===== src/rtl/tmmf_pkg.sv =====
package tmmf_pkg;

    localparam int MAX_COLS         = 8192;
    localparam int MAX_TILE_COLUMNS = 64;

    localparam int ELEV_W     = 32;
    localparam int ROW_W      = 16;
    localparam int COL_W      = $clog2(MAX_COLS);
    localparam int SIZE_W     = 14;
    localparam int TILE_COL_W = (MAX_TILE_COLUMNS > 1) ? $clog2(MAX_TILE_COLUMNS) : 1;
    localparam int NTX_W      = $clog2(MAX_TILE_COLUMNS + 1);

    localparam int QUEUE_DEPTH = 4;
    localparam int QPTR_W      = $clog2(QUEUE_DEPTH);

    localparam int DIV_W     = 16;
    localparam int DIV_CNT_W = $clog2(DIV_W + 1);

    localparam int CFG_IDX_W  = 3;
    localparam int CFG_DATA_W = 32;

    localparam logic [CFG_IDX_W-1:0] REG_IMAGE_ROWS  = CFG_IDX_W'(0);
    localparam logic [CFG_IDX_W-1:0] REG_IMAGE_COLS  = CFG_IDX_W'(1);
    localparam logic [CFG_IDX_W-1:0] REG_TILE_SIZE   = CFG_IDX_W'(2);
    localparam logic [CFG_IDX_W-1:0] REG_NODATA      = CFG_IDX_W'(3);
    localparam logic [CFG_IDX_W-1:0] REG_ELEV_CEIL   = CFG_IDX_W'(4);

    localparam logic [ROW_W-1:0]  RESET_IMAGE_ROWS = ROW_W'(1024);
    localparam logic [SIZE_W-1:0] RESET_IMAGE_COLS = SIZE_W'(1024);
    localparam logic [SIZE_W-1:0] RESET_TILE_SIZE  = SIZE_W'(181);
    localparam logic [ELEV_W-1:0] RESET_NODATA     = 32'hFF80_0000;
    localparam logic [ELEV_W-1:0] RESET_ELEV_CEIL  = ELEV_W'(2559744);

    typedef struct packed {
        logic signed [ELEV_W-1:0] elevation;
        logic                     pixel_valid;
        logic                     first_pixel;
    } pixel_in_t;

    typedef struct packed {
        logic [ROW_W-1:0] anchor_row;
        logic [COL_W-1:0] anchor_col;
    } anchor_out_t;

    typedef struct packed {
        logic signed [ELEV_W-1:0] elevation;
        logic                     pixel_valid;
        logic                     tile_first;
        logic                     tile_last;
        logic [TILE_COL_W-1:0]    tile_col;
        logic [ROW_W-1:0]         row;
        logic [COL_W-1:0]         col;
    } tile_op_t;

    typedef struct packed {
        logic signed [ELEV_W-1:0] min_elev;
        logic [ROW_W-1:0]         min_row;
        logic [COL_W-1:0]         min_col;
        logic                     found;
    } tile_rec_t;

    localparam int REC_W = $bits(tile_rec_t);

    typedef struct packed {
        logic signed [ELEV_W-1:0] nodata;
        logic signed [ELEV_W-1:0] ceiling;
    } thresholds_t;

    typedef struct packed {
        logic              start;
        logic [DIV_W-1:0]  dividend;
        logic [SIZE_W-1:0] divisor;
    } div_req_t;

    typedef struct packed {
        logic              done;
        logic [DIV_W-1:0]  quotient;
        logic [SIZE_W-1:0] remainder;
    } div_rsp_t;

    typedef struct packed {
        logic empty;
        logic full;
    } queue_status_t;

    typedef enum logic [2:0] {
        CALC_IDLE,
        CALC_COLS,
        CALC_ROWS,
        CALC_CPOS,
        CALC_RPOS
    } calc_state_t;

endpackage


===== src/rtl/tmmf_front.sv =====
module tmmf_front
    import tmmf_pkg::*;
(
    input  logic                  clk,
    input  logic                  rst_n,
    input  logic                  in_valid,
    output logic                  in_stall,
    input  pixel_in_t             in_data,
    input  logic                  cfg_valid,
    output logic                  cfg_ready,
    input  logic [CFG_IDX_W-1:0]  cfg_index,
    input  logic [CFG_DATA_W-1:0] cfg_data,
    output div_req_t              div_req,
    input  div_rsp_t              div_rsp,
    output logic                  op_push,
    output tile_op_t              op_data,
    input  queue_status_t         q_status,
    output thresholds_t           thresholds
);

    // configuration
    logic [ROW_W-1:0]  image_rows_reg, image_rows_next;
    logic [SIZE_W-1:0] image_cols_reg, image_cols_next;
    logic [SIZE_W-1:0] tile_side_reg, tile_side_next;
    logic [ELEV_W-1:0] nodata_reg, nodata_next;
    logic [ELEV_W-1:0] ceiling_reg, ceiling_next;

    // tile grid
    logic [NTX_W-1:0] ntx_reg, ntx_next;
    logic [ROW_W-1:0] nty_reg, nty_next;
    logic [COL_W-1:0] offx_reg, offx_next;
    logic [COL_W-1:0] offy_reg, offy_next;

    // raster position of the next pixel and where it sits in the grid
    logic [COL_W-1:0] col_reg, col_next;
    logic             col_in_reg, col_in_next;
    logic [COL_W-1:0] tx_reg, tx_next;
    logic [COL_W-1:0] lx_reg, lx_next;
    logic [ROW_W-1:0] row_reg, row_next;
    logic             row_in_reg, row_in_next;
    logic [ROW_W-1:0] ty_reg, ty_next;
    logic [COL_W-1:0] ly_reg, ly_next;

    calc_state_t calc_state_reg, calc_state_next;
    logic        launched_reg, launched_next;

    logic              accept;
    logic              cfg_we;
    logic              geom_write;
    logic [SIZE_W-1:0] cols_eff;
    logic [ROW_W-1:0]  rows_eff;
    logic [SIZE_W-1:0] ts_m1;
    logic              ts_nz;

    logic [COL_W-1:0]  cur_col;
    logic              cur_col_in;
    logic [COL_W-1:0]  cur_tx;
    logic [COL_W-1:0]  cur_lx;
    logic [ROW_W-1:0]  cur_row;
    logic              cur_row_in;
    logic [ROW_W-1:0]  cur_ty;
    logic [COL_W-1:0]  cur_ly;
    logic              lx_last;
    logic              ly_last;
    logic              in_grid;
    logic [COL_W:0]    col_p1;
    logic [ROW_W:0]    row_p1;
    logic              col_ge;
    logic              row_ge;

    assign cfg_ready = (calc_state_reg == CALC_IDLE);
    assign in_stall  = (calc_state_reg != CALC_IDLE) || q_status.full;
    assign accept    = in_valid && !in_stall;
    assign cfg_we    = cfg_valid && cfg_ready;
    assign geom_write = cfg_we &&
                        (cfg_index inside {REG_IMAGE_ROWS, REG_IMAGE_COLS, REG_TILE_SIZE});

    always_comb
    begin
        image_rows_next = image_rows_reg;
        image_cols_next = image_cols_reg;
        tile_side_next  = tile_side_reg;
        nodata_next     = nodata_reg;
        ceiling_next    = ceiling_reg;
        if (cfg_we)
        begin
            case (cfg_index)
                REG_IMAGE_ROWS: image_rows_next = cfg_data[ROW_W-1:0];
                REG_IMAGE_COLS: image_cols_next = cfg_data[SIZE_W-1:0];
                REG_TILE_SIZE:  tile_side_next  = cfg_data[SIZE_W-1:0];
                REG_NODATA:     nodata_next     = cfg_data[ELEV_W-1:0];
                REG_ELEV_CEIL:  ceiling_next    = cfg_data[ELEV_W-1:0];
                default:        ;
            endcase
        end
    end

    assign cols_eff = (image_cols_reg == '0) ? SIZE_W'(1) :
                      (image_cols_reg > SIZE_W'(MAX_COLS)) ? SIZE_W'(MAX_COLS) :
                      image_cols_reg;
    assign rows_eff = (image_rows_reg == '0) ? ROW_W'(1) : image_rows_reg;
    assign ts_m1    = tile_side_reg - SIZE_W'(1);
    assign ts_nz    = (tile_side_reg != '0);

    assign col_ge = (col_reg >= offx_reg);
    assign row_ge = (row_reg >= ROW_W'(offy_reg));

    // grid recompute sequencer: next state
    always_comb
    begin
        calc_state_next = calc_state_reg;
        case (calc_state_reg)
            CALC_IDLE: if (geom_write) calc_state_next = CALC_COLS;
            CALC_COLS: if (div_rsp.done) calc_state_next = CALC_ROWS;
            CALC_ROWS: if (div_rsp.done) calc_state_next = CALC_CPOS;
            CALC_CPOS: if (div_rsp.done) calc_state_next = CALC_RPOS;
            CALC_RPOS: if (div_rsp.done) calc_state_next = CALC_IDLE;
            default:   calc_state_next = CALC_IDLE;
        endcase
    end

    // grid recompute sequencer: outputs
    always_comb
    begin
        div_req.start    = (calc_state_reg != CALC_IDLE) && !launched_reg;
        div_req.divisor  = tile_side_reg;
        case (calc_state_reg)
            CALC_COLS: div_req.dividend = DIV_W'(cols_eff);
            CALC_ROWS: div_req.dividend = DIV_W'(rows_eff);
            CALC_CPOS: div_req.dividend = col_ge ? DIV_W'(col_reg - offx_reg) : '0;
            CALC_RPOS: div_req.dividend = row_ge ? DIV_W'(row_reg - ROW_W'(offy_reg)) : '0;
            default:   div_req.dividend = '0;
        endcase
    end

    always_comb
    begin
        launched_next = launched_reg;
        if (div_req.start)
        begin
            launched_next = 1'b1;
        end
        else if (div_rsp.done)
        begin
            launched_next = 1'b0;
        end
    end

    // first_pixel takes this pixel back to the image origin
    always_comb
    begin
        if (in_data.first_pixel)
        begin
            cur_col    = '0;
            cur_col_in = (offx_reg == '0);
            cur_tx     = '0;
            cur_lx     = '0;
            cur_row    = '0;
            cur_row_in = (offy_reg == '0);
            cur_ty     = '0;
            cur_ly     = '0;
        end
        else
        begin
            cur_col    = col_reg;
            cur_col_in = col_in_reg;
            cur_tx     = tx_reg;
            cur_lx     = lx_reg;
            cur_row    = row_reg;
            cur_row_in = row_in_reg;
            cur_ty     = ty_reg;
            cur_ly     = ly_reg;
        end
    end

    assign lx_last = (SIZE_W'(cur_lx) == ts_m1);
    assign ly_last = (SIZE_W'(cur_ly) == ts_m1);
    assign in_grid = ts_nz && cur_col_in && (cur_tx < COL_W'(ntx_reg)) &&
                     cur_row_in && (cur_ty < nty_reg);
    assign col_p1  = {1'b0, cur_col} + (COL_W+1)'(1);
    assign row_p1  = {1'b0, cur_row} + (ROW_W+1)'(1);

    always_comb
    begin
        col_next    = col_reg;
        col_in_next = col_in_reg;
        tx_next     = tx_reg;
        lx_next     = lx_reg;
        row_next    = row_reg;
        row_in_next = row_in_reg;
        ty_next     = ty_reg;
        ly_next     = ly_reg;
        ntx_next    = ntx_reg;
        nty_next    = nty_reg;
        offx_next   = offx_reg;
        offy_next   = offy_reg;
        if (accept)
        begin
            row_next    = cur_row;
            row_in_next = cur_row_in;
            ty_next     = cur_ty;
            ly_next     = cur_ly;
            if (col_p1 >= (COL_W+1)'(cols_eff))
            begin
                col_next    = '0;
                col_in_next = (offx_reg == '0);
                tx_next     = '0;
                lx_next     = '0;
                if (row_p1 >= (ROW_W+1)'(rows_eff))
                begin
                    row_next    = '0;
                    row_in_next = (offy_reg == '0);
                    ty_next     = '0;
                    ly_next     = '0;
                end
                else
                begin
                    row_next = row_p1[ROW_W-1:0];
                    if (cur_row_in)
                    begin
                        if (ly_last)
                        begin
                            ly_next = '0;
                            ty_next = cur_ty + ROW_W'(1);
                        end
                        else
                        begin
                            ly_next = cur_ly + COL_W'(1);
                        end
                    end
                    else if (row_p1 == (ROW_W+1)'(offy_reg))
                    begin
                        row_in_next = 1'b1;
                        ty_next     = '0;
                        ly_next     = '0;
                    end
                end
            end
            else
            begin
                col_next    = col_p1[COL_W-1:0];
                col_in_next = cur_col_in;
                tx_next     = cur_tx;
                lx_next     = cur_lx;
                if (cur_col_in)
                begin
                    if (lx_last)
                    begin
                        lx_next = '0;
                        tx_next = cur_tx + COL_W'(1);
                    end
                    else
                    begin
                        lx_next = cur_lx + COL_W'(1);
                    end
                end
                else if (col_p1 == (COL_W+1)'(offx_reg))
                begin
                    col_in_next = 1'b1;
                    tx_next     = '0;
                    lx_next     = '0;
                end
            end
        end
        else if (div_rsp.done)
        begin
            case (calc_state_reg)
                CALC_COLS:
                begin
                    ntx_next  = (div_rsp.quotient > DIV_W'(MAX_TILE_COLUMNS)) ?
                                NTX_W'(MAX_TILE_COLUMNS) : div_rsp.quotient[NTX_W-1:0];
                    offx_next = COL_W'(div_rsp.remainder >> 1);
                end
                CALC_ROWS:
                begin
                    nty_next  = div_rsp.quotient;
                    offy_next = COL_W'(div_rsp.remainder >> 1);
                end
                CALC_CPOS:
                begin
                    col_in_next = col_ge;
                    tx_next     = div_rsp.quotient[COL_W-1:0];
                    lx_next     = div_rsp.remainder[COL_W-1:0];
                end
                CALC_RPOS:
                begin
                    row_in_next = row_ge;
                    ty_next     = div_rsp.quotient;
                    ly_next     = div_rsp.remainder[COL_W-1:0];
                end
                default: ;
            endcase
        end
    end

    always_ff @(posedge clk or negedge rst_n)
    begin
        if (!rst_n)
        begin
            image_rows_reg <= RESET_IMAGE_ROWS;
            image_cols_reg <= RESET_IMAGE_COLS;
            tile_side_reg  <= RESET_TILE_SIZE;
            nodata_reg     <= RESET_NODATA;
            ceiling_reg    <= RESET_ELEV_CEIL;
            ntx_reg        <= '0;
            nty_reg        <= '0;
            offx_reg       <= '0;
            offy_reg       <= '0;
            col_reg        <= '0;
            col_in_reg     <= 1'b0;
            tx_reg         <= '0;
            lx_reg         <= '0;
            row_reg        <= '0;
            row_in_reg     <= 1'b0;
            ty_reg         <= '0;
            ly_reg         <= '0;
            calc_state_reg <= CALC_COLS;
            launched_reg   <= 1'b0;
        end
        else
        begin
            image_rows_reg <= image_rows_next;
            image_cols_reg <= image_cols_next;
            tile_side_reg  <= tile_side_next;
            nodata_reg     <= nodata_next;
            ceiling_reg    <= ceiling_next;
            ntx_reg        <= ntx_next;
            nty_reg        <= nty_next;
            offx_reg       <= offx_next;
            offy_reg       <= offy_next;
            col_reg        <= col_next;
            col_in_reg     <= col_in_next;
            tx_reg         <= tx_next;
            lx_reg         <= lx_next;
            row_reg        <= row_next;
            row_in_reg     <= row_in_next;
            ty_reg         <= ty_next;
            ly_reg         <= ly_next;
            calc_state_reg <= calc_state_next;
            launched_reg   <= launched_next;
        end
    end

    // margin pixels need no tile work and are dropped here
    assign op_push             = accept && in_grid;
    assign op_data.elevation   = in_data.elevation;
    assign op_data.pixel_valid = in_data.pixel_valid;
    assign op_data.tile_first  = (cur_lx == '0) && (cur_ly == '0);
    assign op_data.tile_last   = lx_last && ly_last;
    assign op_data.tile_col    = cur_tx[TILE_COL_W-1:0];
    assign op_data.row         = cur_row;
    assign op_data.col         = cur_col;

    assign thresholds.nodata  = nodata_reg;
    assign thresholds.ceiling = ceiling_reg;

endmodule


===== config.mk =====
export PLATFORM = sky130hd
export DESIGN_NAME = tmmf_front
export DESIGN_NICKNAME = d
export VERILOG_FILES = /design/src/rtl/tmmf_pkg.sv /design/src/rtl/tmmf_front.sv
export SDC_FILE = /design/constraint.sdc
export NUM_CORES = 1
export LEC_CHECK = 0
export ABC_AREA = 1
export ABC_CLOCK_PERIOD_IN_PS = 4830
export BUFFER_PORTS_ARGS = -buffer_cell sky130_fd_sc_hd__buf_2
export CAP_MARGIN = 20
export CORE_ASPECT_RATIO = 0.9
export CORE_MARGIN = 3
export CORE_UTILIZATION = 41
export CTS_BUF_LIST = sky130_fd_sc_hd__clkbuf_16
export CTS_CLUSTER_DIAMETER = 120
export DETAILED_ROUTE_END_ITERATION = 7
export PLACE_DENSITY = 0.7
export SYNTH_ARGS = -nofsm -noshare
export SYNTH_HDL_FRONTEND = slang
export SYNTH_SLANG_ARGS = --single-unit

===== constraint.sdc =====
create_clock -name clk -period 4.83 [get_ports clk]
set_input_delay 1.449 -clock clk [delete_from_list [all_inputs] [get_ports clk]]
set_output_delay 1.449 -clock clk [all_outputs]
set_load 0.02 [all_outputs]

# Yosys cells after proc, flatten, opt, wreduce, memory -nomap -nowiden
# Cells that the tools add are included.
dict set report word_totals {
  register_bits 247
  in_bits 106
  out_inout_bits 168
  word_cells 162
}
dict set report classes {
  addsub 9
  order_cmp 8
  eq_ne 17
  mux 69
  bitwise 1
  reduce_logical 39
}
# cell n
set ops {}
lappend ops {{2-to-1 mux 13 bit} 27}
lappend ops {{2-to-1 mux 16 bit} 15}
lappend ops {{case mux 16 bit (4 select lines)} 1}
lappend ops {{logical NOT 13 bit} 4}
lappend ops {{adder 13 x 1 -> 13 bit, second input constant} 3}
lappend ops {{== test 13 x 14 -> 1 bit} 2}
lappend ops {{2-to-1 mux 14 bit} 2}
lappend ops {{adder 16 x 1 -> 17 bit, second input constant} 1}
lappend ops {{== test 17 x 13 -> 1 bit} 1}
lappend ops {{>= comparator 17 x 16 -> 1 bit} 1}
lappend ops {{2-to-1 mux 1 bit} 17}
lappend ops {{adder 16 x 1 -> 16 bit, second input constant} 1}
lappend ops {{>= comparator 16 x 13 -> 1 bit} 1}
lappend ops {{> comparator 16 x 7 -> 1 bit, second input constant} 1}
lappend ops {{logical NOT 16 bit} 1}
lappend ops {{< comparator 16 bit} 1}
lappend ops {{subtractor 16 x 13 -> 16 bit} 1}
lappend ops {{2-to-1 mux 3 bit} 5}
lappend ops {{case mux 3 bit (5 select lines)} 1}
lappend ops {{adder 13 x 1 -> 14 bit, second input constant} 1}
lappend ops {{== test 14 x 13 -> 1 bit} 1}
lappend ops {{>= comparator 14 bit} 1}
lappend ops {{> comparator 14 bit, second input constant} 1}
lappend ops {{logical NOT 14 bit} 1}
lappend ops {{21 further kinds} 52}

# Logic depth before layout (Yosys ltp)
# Gate-level depths: netlist of the first run.
dict set report depth {
  ltp_word 8
  mapped_depth 35
  mapped_depth_nobuf 29
}

# Worst setup path before layout of the first run
# No wires, ideal clock.
dict set report synth_path {
  path_type {in2out}
  startpoint {input in_data[0] (netlist bit)}
  endpoint {output op_push}
  arrival_time_ns 4.054
  required_ns 3.381
  slack_ns -0.673
  stages 14
  path_buffers 6
  path_cell_list {buf_6 > buf_6 > buf_12 > buf_6 > buf_6 > buf_2 > nor2_1 > ha_1 > o21a_1 > o21a_1 > o21a_1 > o211ai_1 > nand3_1 > a21oi_1}
}
# item line
set synth_lines {}
lappend synth_lines {{from (decl)} tmmf_front.sv:8} ;# input pixel_in_t in_data,
lappend synth_lines {{to (decl)} tmmf_front.sv:15} ;# output logic op_push,

# Final worst setup path of the first run
dict set report layout_path {
  startpoint {input in_data[0] (netlist bit)}
  endpoint {output op_push}
}
dict set report layout_between {
  elab_chain_cells 6
  word_cells_on_any_way 11
  classes_between {order compare: 2; mux: 4; reduce/logical: 5}
}
# item line
set layout_lines {}
lappend layout_lines {{2-to-1 mux 13 bit / 2-to-1 mux 1 bit (equally long branches)} tmmf_front.sv:152} ;# if (in_data.first_pixel)
lappend layout_lines {{< comparator 13 x 7 -> 1 bit / logical AND 1 bit (equally long branches)} tmmf_front.sv:178} ;# assign in_grid = ts_nz && cur_col_in && (cur_tx < COL_W'(ntx_reg)) &&
lappend layout_lines {{logical AND 1 bit (2 in series)} tmmf_front.sv:178}
lappend layout_lines {{logical AND 1 bit (*)} tmmf_front.sv:179} ;# cur_row_in && (cur_ty < nty_reg);
lappend layout_lines {{logical AND 1 bit (*)} tmmf_front.sv:345} ;# assign op_push = accept && in_grid;
# Every way passes the cells marked *; elsewhere a longest branch is shown, timed or not.

==> out/metrics.sh, run 1 <==
WORSTREGTOREGCELLS=25
YOSYSWARNINGS=0
NUMBER_OF_ENABLE_FLIP_FLOP_CELLS_AFTER_SYNTHESIS=0
FRACTION_OF_POWER_CONSUMED_BY_THE_CLOCK_NETWORK_PCT=15.6
CRIT_FANOUT=6
FIRST_GLOBAL_VIAS=18400
CTS_HOLD_BUF=0
BOUNDARYPINS=274
N_FILL_CELL=4351
WORST_SLEW_MARGIN_REL_PCT=34.9
COMBPWRFRAC_PCT=58.1
P_SEQ_SHARE_PCT=26.3
DIE_AREA_SQ_MM=0.0469
DR.FIRST_ITER.DRC_COUNT=2031
INITIAL_CORE_UTIL_PCT=41.9
GLOBALPLACE.CONGESTION=1.01
POST-ROUTE-PERIOD-UTIL_PCT=99.3
INSTANCES_NO_FILL=3575
CLK_TRANSITION_REPORTED_PATHS_NS=0.06
POWER.DENSITY_mW_PER_MM2=651
REG2REG_FROM='row_reg[0]'
WORST-ENDPOINT-ARRIVAL_NS=3.35
AVERAGE_ROUTED_WIRE_PER_STANDARD_CELL_MICRONS=18.6
PLACEDCELLCOUNT=3510
LAYOUT_COMMONEST_CELL='nand2_1'
HOLD_WS_NS=0.479
YS_SEQ_ELEMENTS=247
TOTALWIRELENGTH_MICRONS=66600
INTPOWER_mW=7.27
MAX_FREQ_MHz=208
LEAKAGE_nW=11.4
STDCELL_AREA_SQ_MM=0.0221
NETLIST_TOP_CELLS_AREA='dfrtp_1 (31%), nand2_1 (14%), inv_1 (7.3%)'
SYNTH.DISTINCT_CELLS=58
WORST_R2R_ENDPOINT='ty_reg[12]'
SYNTH_TOP_FLOP_CELL='dfrtp_1'
CHIPWIDTH_MICRONS=228
CTS_INSERTED_BUFFERS=30
CRIT_PATH_TOP_DELAY_CELL='a2111oi_4'
POST_SYNTHESIS_NET_COUNT=2832
FINAL_HOLD_VIOL_COUNT=0
WORST_PATH_LARGEST_CELL_DELAY_NS=0.34
HOLD_CLASS='reg -> reg'
CTS_NUM_SINKS=247
P_SW_mW=7.13
P_SW_SHARE_PCT=49.5
SETUP-VIOLATIONS-FINAL=0
SYNTHCELLS=2638
CLOCK_SKEW_NS=0.0178
MOSTFREQUENTLAYOUTCELLS='nand2_1 (678), inv_1 (354), nor2_1 (238)'
GRT-OVFL-TOTAL=0
SETUP_TOTAL_NEGATIVE_SLACK_NS=0
CLK_LATENCY_NS=0.59
IR_WORST_VDD_mV=0.341
ANT_NETS=0
WORST_SETUP_PATH_END_KIND='primary output'
GLOBAL_ROUTE.USAGE.TOTAL_PCT=27.5
CTS_TREE='built'
WORSTSETUPSTARTPOINTTYPE='input port'
SYNTH.AVG_CELL_AREA_SQ_UM=6.90
DRT_DRC_VIOLATIONS_LEFT=0
POST_SYN_AREA_SQ_MM=0.0182
LAYOUT.NETS=3153
WORST_SLACK_NS=0.0336
GRT_FIRST_PASS_WIRELENGTH_MICRONS=103000
TIMING.HOLD.WORST_PATH_DEPTH=2
HTREEDEPTH=1
PLACE.PORT_BUFFERS=206
TOP_CELL_TYPE_BY_TOTAL_AREA_AFTER_SYNTHESIS='dfrtp_1'
SYNTH_ASYNC_SR_FLOP_SHARE_PCT=100
SYNTHTOLAYOUTAREAGROWTH_PCT=21.5
NUMBER_OF_DETAILED_ROUTE_ITERATIONS_IN_THE_FIRST_PASS=8
N_ANTENNA_CELL=0
SYNTH_TOP_AREA_SHARE_PCT=30.5
DIEHEIGHT_MICRONS=206
POSTPLACECELLAREA_SQ_MM=0.0209
ANTENNA_FOUND_INITIAL=0
REGTOREGSETUPSLACK_NS=1.06
SHARE_OF_THE_YOSYS_CHIP_AREA_BELONGING_TO_REGISTERS_PCT=34.1
DETAILED_PLACE_HPWL_MICRONS=51500
RSZ0062_AT_GRT='true'
DRV.MAX_CAP_VIOLATION_COUNT=0
CLOCKROOTBUFFER='clkbuf_16'
POST_ROUTE_CELLS_DRIVE_ABOVE_1_SHARE_PCT=20.0
DRV_SLEW=0
GRT_MAX_DEGREE=117
TIMING_WORST_SETUP_PATH_TYPE='in -> out'
STARTPOINT='in_data[0]'
STATUS='finished clean'
CP_DOMINANT_CELL_BY_COUNT='a21oi_4'
PLACEMENT_ROWS=72
CP_DATA_REQUIRED_TIME_NS=3.38
DESIGN.CORE.AREA_SQ_MM=0.0434
PERIOD_NEEDED_NS=4.80
WORST_PIN_SLEW_NS=0.974
CLOCK_PATH_BUFFERS=3
WORSTPATHCELLLIST='buf_12 -> clkinv_8 -> nand2_4 -> inv_4 -> ha_4 -> a21oi_4 -> nand3_2 -> a2111oi_4 -> o2111ai_2 -> nor3_2 -> nand3_1 -> a21oi_4 -> buf_6'
ROUTE.VIAS.TOTAL=19400
VIAS_PER_CELL=5.44
CRIT_END='op_push'
DP_WORST_SETUP_SLACK_NS=-0.224
==> worst min path at each step <==
stage,start,endpoint,slack (ns)
after floorplan,tx_reg[8],tx_reg[8],0.45
after global placement,nodata_reg[22],nodata_reg[22],0.46
after detailed placement,nodata_reg[19],nodata_reg[19],0.47
after CTS,nodata_reg[19],nodata_reg[19],0.48
after global routing,launched_reg,launched_reg,0.50
final,nodata_reg[19],nodata_reg[19],0.48
==> metrics by stage <==
step / utilization (%) / total power, mW
2_1_floorplan: - / 8.95
3_3_place_gp: 48.0 / 11.6
3_5_place_dp: 48.0 / 11.8
4_1_cts: 50.5 / 14.1
5_1_grt: 50.9 / 15.4
6_report: 50.9 / 14.4
==> power by group through the flow <==
stage	registers, mW	clock network [mW]	logic, mW
global placement	3.74	0	7.84
floorplan	3.95	0	5.00
detailed placement	3.78	0	8.00
CTS	3.76	2.27	8.11
finish	3.79	2.24	8.36
global route	3.88	2.35	9.19
==> synthesized netlist by cell type (15+ instances only) <==
cell,n
nor2_1,244
nor4_1,24
nor3_1,25
dfrtp_1,222
nand3_1,200
xor2_1,45
o22ai_1,41
nand2_1,682
buf_4,34
dfstp_2,25
clkbuf_1,55
a21oi_1,123
o221ai_1,15
inv_1,353
nor2_2,24
o21ai_0,210
nand4_1,44
ha_1,86
==> cell type report <==
cell class	count	area, sq um	area share (%)
clock buffers	30	751	3.40
clock inverters	26	208	0.940
inverters	370	1410	6.37
multi-input cells	1904	10100	45.8
flip-flops and latches	247	6210	28.1
well taps	592	741	3.35
repair buffers	406	2650	12.0
==> critical path: cells and delay by family <==
kind                       cells  cell delay [ns]
buffers and inverters          4             0.37
and+or+nand+nor                4             0.52
adders and majority gates      1             0.22
AOI/OAI and AO/OA              4             0.77
==> layer usage <==
metal	global-route usage, %	part of all wire (%)	vias up
li1	-	-	9221
met1	38.2	44	9135
met2	42.8	43	921
met3	4.82	9.1	161
met4	10.6	4.1	0
met5	0	0	-
==> repair_timing <==
action                                  CTS  global route
setup buffers                             4             4
endpoints found under the hold margin     0             0
pin swaps                                 7             6
gates resized for setup                  30            25
endpoints found under the setup margin   19            19
==> cells by family after synthesis <==
logic type,Yosys count,share of synthesized area [%]
AOI/OAI and AO/OA,458,14.1
xor gates and xnor gates,60,3.04
and+or+nand+nor,1297,31.1
buffers and inverters,487,11.4
muxes,1,0.0550
DFF,247,34.1
adders and majority gates,88,6.13
(Power assumes the default switching activity.)
==> inputs of run 2 (changes only) <==
==> constraint.sdc (replaced) <==
create_clock -name clk -period 4.83 [get_ports clk]
set_input_delay 0.2415 -clock clk [delete_from_list [all_inputs] [get_ports clk]]
set_output_delay 0.2415 -clock clk [all_outputs]
set_load 0.02 [all_outputs]
==> run 2 against run 1 <==
Via count fell by 2.9%. Setup slack improved by 0.40 ns. Hold slack worse by 0.45 ns. Global-route usage shrank 0.56 points. Critical path type is now reg -> out. Largest cell class unchanged. Highest routed layer unchanged.
==> out/metrics.sh, run 2 (same netlist as run 1, synthesis figures left out) <==
WORSTPATHCELLLIST='ha_1 -> inv_1 -> fa_1 -> nand3_1 -> nand3_1 -> nand2_1 -> nand2_1 -> a21oi_1 -> o21ai_0 -> a21oi_1 -> or2_2 -> nand3_1 -> nand2_1 -> inv_1 -> nand3_1 -> o211ai_1 -> buf_2'
VIAS_PER_CELL=5.48
SETUP_TOTAL_NEGATIVE_SLACK_NS=0
STDCELL_AREA_SQ_MM=0.0209
WORSTSETUPSTARTPOINTTYPE='flop'
BOUNDARYPINS=274
FIRST_GLOBAL_VIAS=17900
POWER.DENSITY_mW_PER_MM2=656
FINAL_HOLD_VIOL_COUNT=0
GRT_FIRST_PASS_WIRELENGTH_MICRONS=101000
WORST_SLEW_MARGIN_REL_PCT=30.8
P_SW_SHARE_PCT=50.4
DETAILED_PLACE_HPWL_MICRONS=48700
P_SW_mW=6.92
N_ANTENNA_CELL=0
POSTPLACECELLAREA_SQ_MM=0.0195
DRV_SLEW=0
AVERAGE_ROUTED_WIRE_PER_STANDARD_CELL_MICRONS=18.8
CLOCK_PATH_BUFFERS=3
IR_WORST_VDD_mV=0.343
PLACEMENT_ROWS=72
FRACTION_OF_POWER_CONSUMED_BY_THE_CLOCK_NETWORK_PCT=16.7
REGTOREGSETUPSLACK_NS=0.75
GRT_MAX_DEGREE=120
STATUS='finished clean'
COMBPWRFRAC_PCT=55.2
DIEHEIGHT_MICRONS=206
CLK_TRANSITION_REPORTED_PATHS_NS=0.06
DIE_AREA_SQ_MM=0.0469
DRT_DRC_VIOLATIONS_LEFT=0
CRIT_FANOUT=11
DESIGN.CORE.AREA_SQ_MM=0.0434
PLACE.PORT_BUFFERS=206
CRIT_PATH_TOP_DELAY_CELL='dfrtp_1'
N_FILL_CELL=4392
CLOCK_SKEW_NS=0.0111
STARTPOINT='offy_reg[0]'
DR.FIRST_ITER.DRC_COUNT=2117
CTS_RESIZED=0
WORST_SETUP_PATH_END_KIND='primary output'
TOTAL_AREA_OF_MULTI_INPUT_COMBINATIONAL_CELLS_SQ_MM=0.00993
CP_DOMINANT_CELL_BY_COUNT='nand3_1'
GLOBALPLACE.CONGESTION=1.01
WORST-ENDPOINT-ARRIVAL_NS=4.16
MAX_FREQ_MHz=227
REG2REG_FROM='col_reg[1]'
RSZ0062_AT_GRT='false'
GRT-OVFL-TOTAL=0
LEAKAGE_nW=10.6
ANTENNA_FOUND_INITIAL=0
REGAREA_SQ_MM=0.00621
CP_DATA_REQUIRED_TIME_NS=4.59
LAYOUT_COMMONEST_CELL='nand2_1'
TIMING.HOLD.WORST_PATH_DEPTH=3
HOLD_CLASS='in -> reg'
P_SEQ_SHARE_PCT=28.1
PLACEDCELLCOUNT=3343
CHIPWIDTH_MICRONS=228
PERIOD_NEEDED_NS=4.40
WORST_PATH_LARGEST_CELL_DELAY_NS=0.46
INTPOWER_mW=6.81
CLK_LATENCY_NS=0.59
SETUP-VIOLATIONS-FINAL=0
GLOBAL_ROUTE.USAGE.TOTAL_PCT=26.9
POST-ROUTE-PERIOD-UTIL_PCT=91.1
ROUTE.VIAS.TOTAL=18900
NUMBER_OF_DETAILED_ROUTE_ITERATIONS_IN_THE_FIRST_PASS=6
DRV.MAX_CAP_VIOLATION_COUNT=0
CLOCKROOTBUFFER='clkbuf_16'
INSTANCES_NO_FILL=3443
MOSTFREQUENTLAYOUTCELLS='nand2_1 (682), inv_1 (359), nor2_1 (243)'
WORSTREGTOREGCELLS=21
WORST_R2R_ENDPOINT='ty_reg[7]'
POST_ROUTE_CELLS_DRIVE_ABOVE_1_SHARE_PCT=13.7
CRIT_END='div_req[29]'
INITIAL_CORE_UTIL_PCT=41.9
CTS_NUM_SINKS=247
HTREEDEPTH=1
LAYOUT.NETS=3021
CTS_INSERTED_BUFFERS=31
CTS_TREE='built'
WORST_PIN_SLEW_NS=1.04
SYNTHTOLAYOUTAREAGROWTH_PCT=15.1
ANT_NETS=0
TIMING_WORST_SETUP_PATH_TYPE='reg -> out'
TOTALWIRELENGTH_MICRONS=64800
run 2: worst min path at each step:
stage               slack, ns   startpoint                 to
floorplan               -0.05        rst_n  calc_state_reg[1]
global placement         0.39        rst_n        nty_reg[14]
detailed placement       0.40        rst_n        nty_reg[14]
CTS                     0.001  div_rsp[19]         ntx_reg[5]
global route             0.01  div_rsp[20]         nty_reg[6]
finish                   0.02  cfg_data[9]      nodata_reg[9]
run 2: worst max-delay path, delay by kind of cell, from the launching register on:
family,cells,cell delay [ns]
AO/OA/AOI/OAI,4,0.77
AND/OR/NAND/NOR,8,1.31
buffers and inverters,3,0.58
adder cells (fa/ha/maj),2,0.44
flip-flops,1,0.46
run 2: cell type report:
type	instances	share of cell area (%)
multi-input cells	1904	47.4
flip-flops and latches	247	29.7
repair buffers	273	8.00
inverters	370	6.66
clock buffers	31	3.71
well taps	592	3.54
clock inverters	26	1.02
run 2: metal layers:
| layer | vias up | global-route usage, % | routed length (microns) |
|---|---|---|---|
| met5 | - | 0 | 0 |
| met4 | 0 | 8.81 | 2070 |
| met3 | 110 | 5.88 | 6490 |
| met2 | 898 | 41.2 | 27800 |
| met1 | 8901 | 37.9 | 28500 |
| li1 | 8964 | - | - |
run 2: power by group through the flow:
stage / clock [mW] / combinational (mW) / sequential [mW]
2_1_floorplan: 0 / 4.96 / 3.95
3_3_place_gp: 0 / 7.28 / 3.80
3_5_place_dp: 0 / 7.40 / 3.84
4_1_cts: 2.32 / 7.47 / 3.82
5_1_grt: 2.42 / 8.41 / 3.95
6_report: 2.30 / 7.58 / 3.85
run 2: what timing repair did:
action,CTS,global route
hold buffers,41,0
setup buffers,0,0
endpoints found under the setup margin,0,0
endpoints found under the hold margin,169,0
run 2: per-stage QoR:
| stage | hold slack [ns] | utilization, % | worst slack (ns) | total power [mW] |
|---|---|---|---|---|
| final | 0.0249 | 48.2 | 0.432 | 13.7 |
| after global placement | 0.390 | 44.9 | 0.771 | 11.1 |
| after CTS | 0.00120 | 48.1 | 0.441 | 13.6 |
| after global routing | 0.0102 | 48.2 | 0.205 | 14.8 |
| after floorplan | -0.0541 | - | 0.613 | 8.91 |
| after detailed placement | 0.396 | 44.9 | 0.680 | 11.2 |
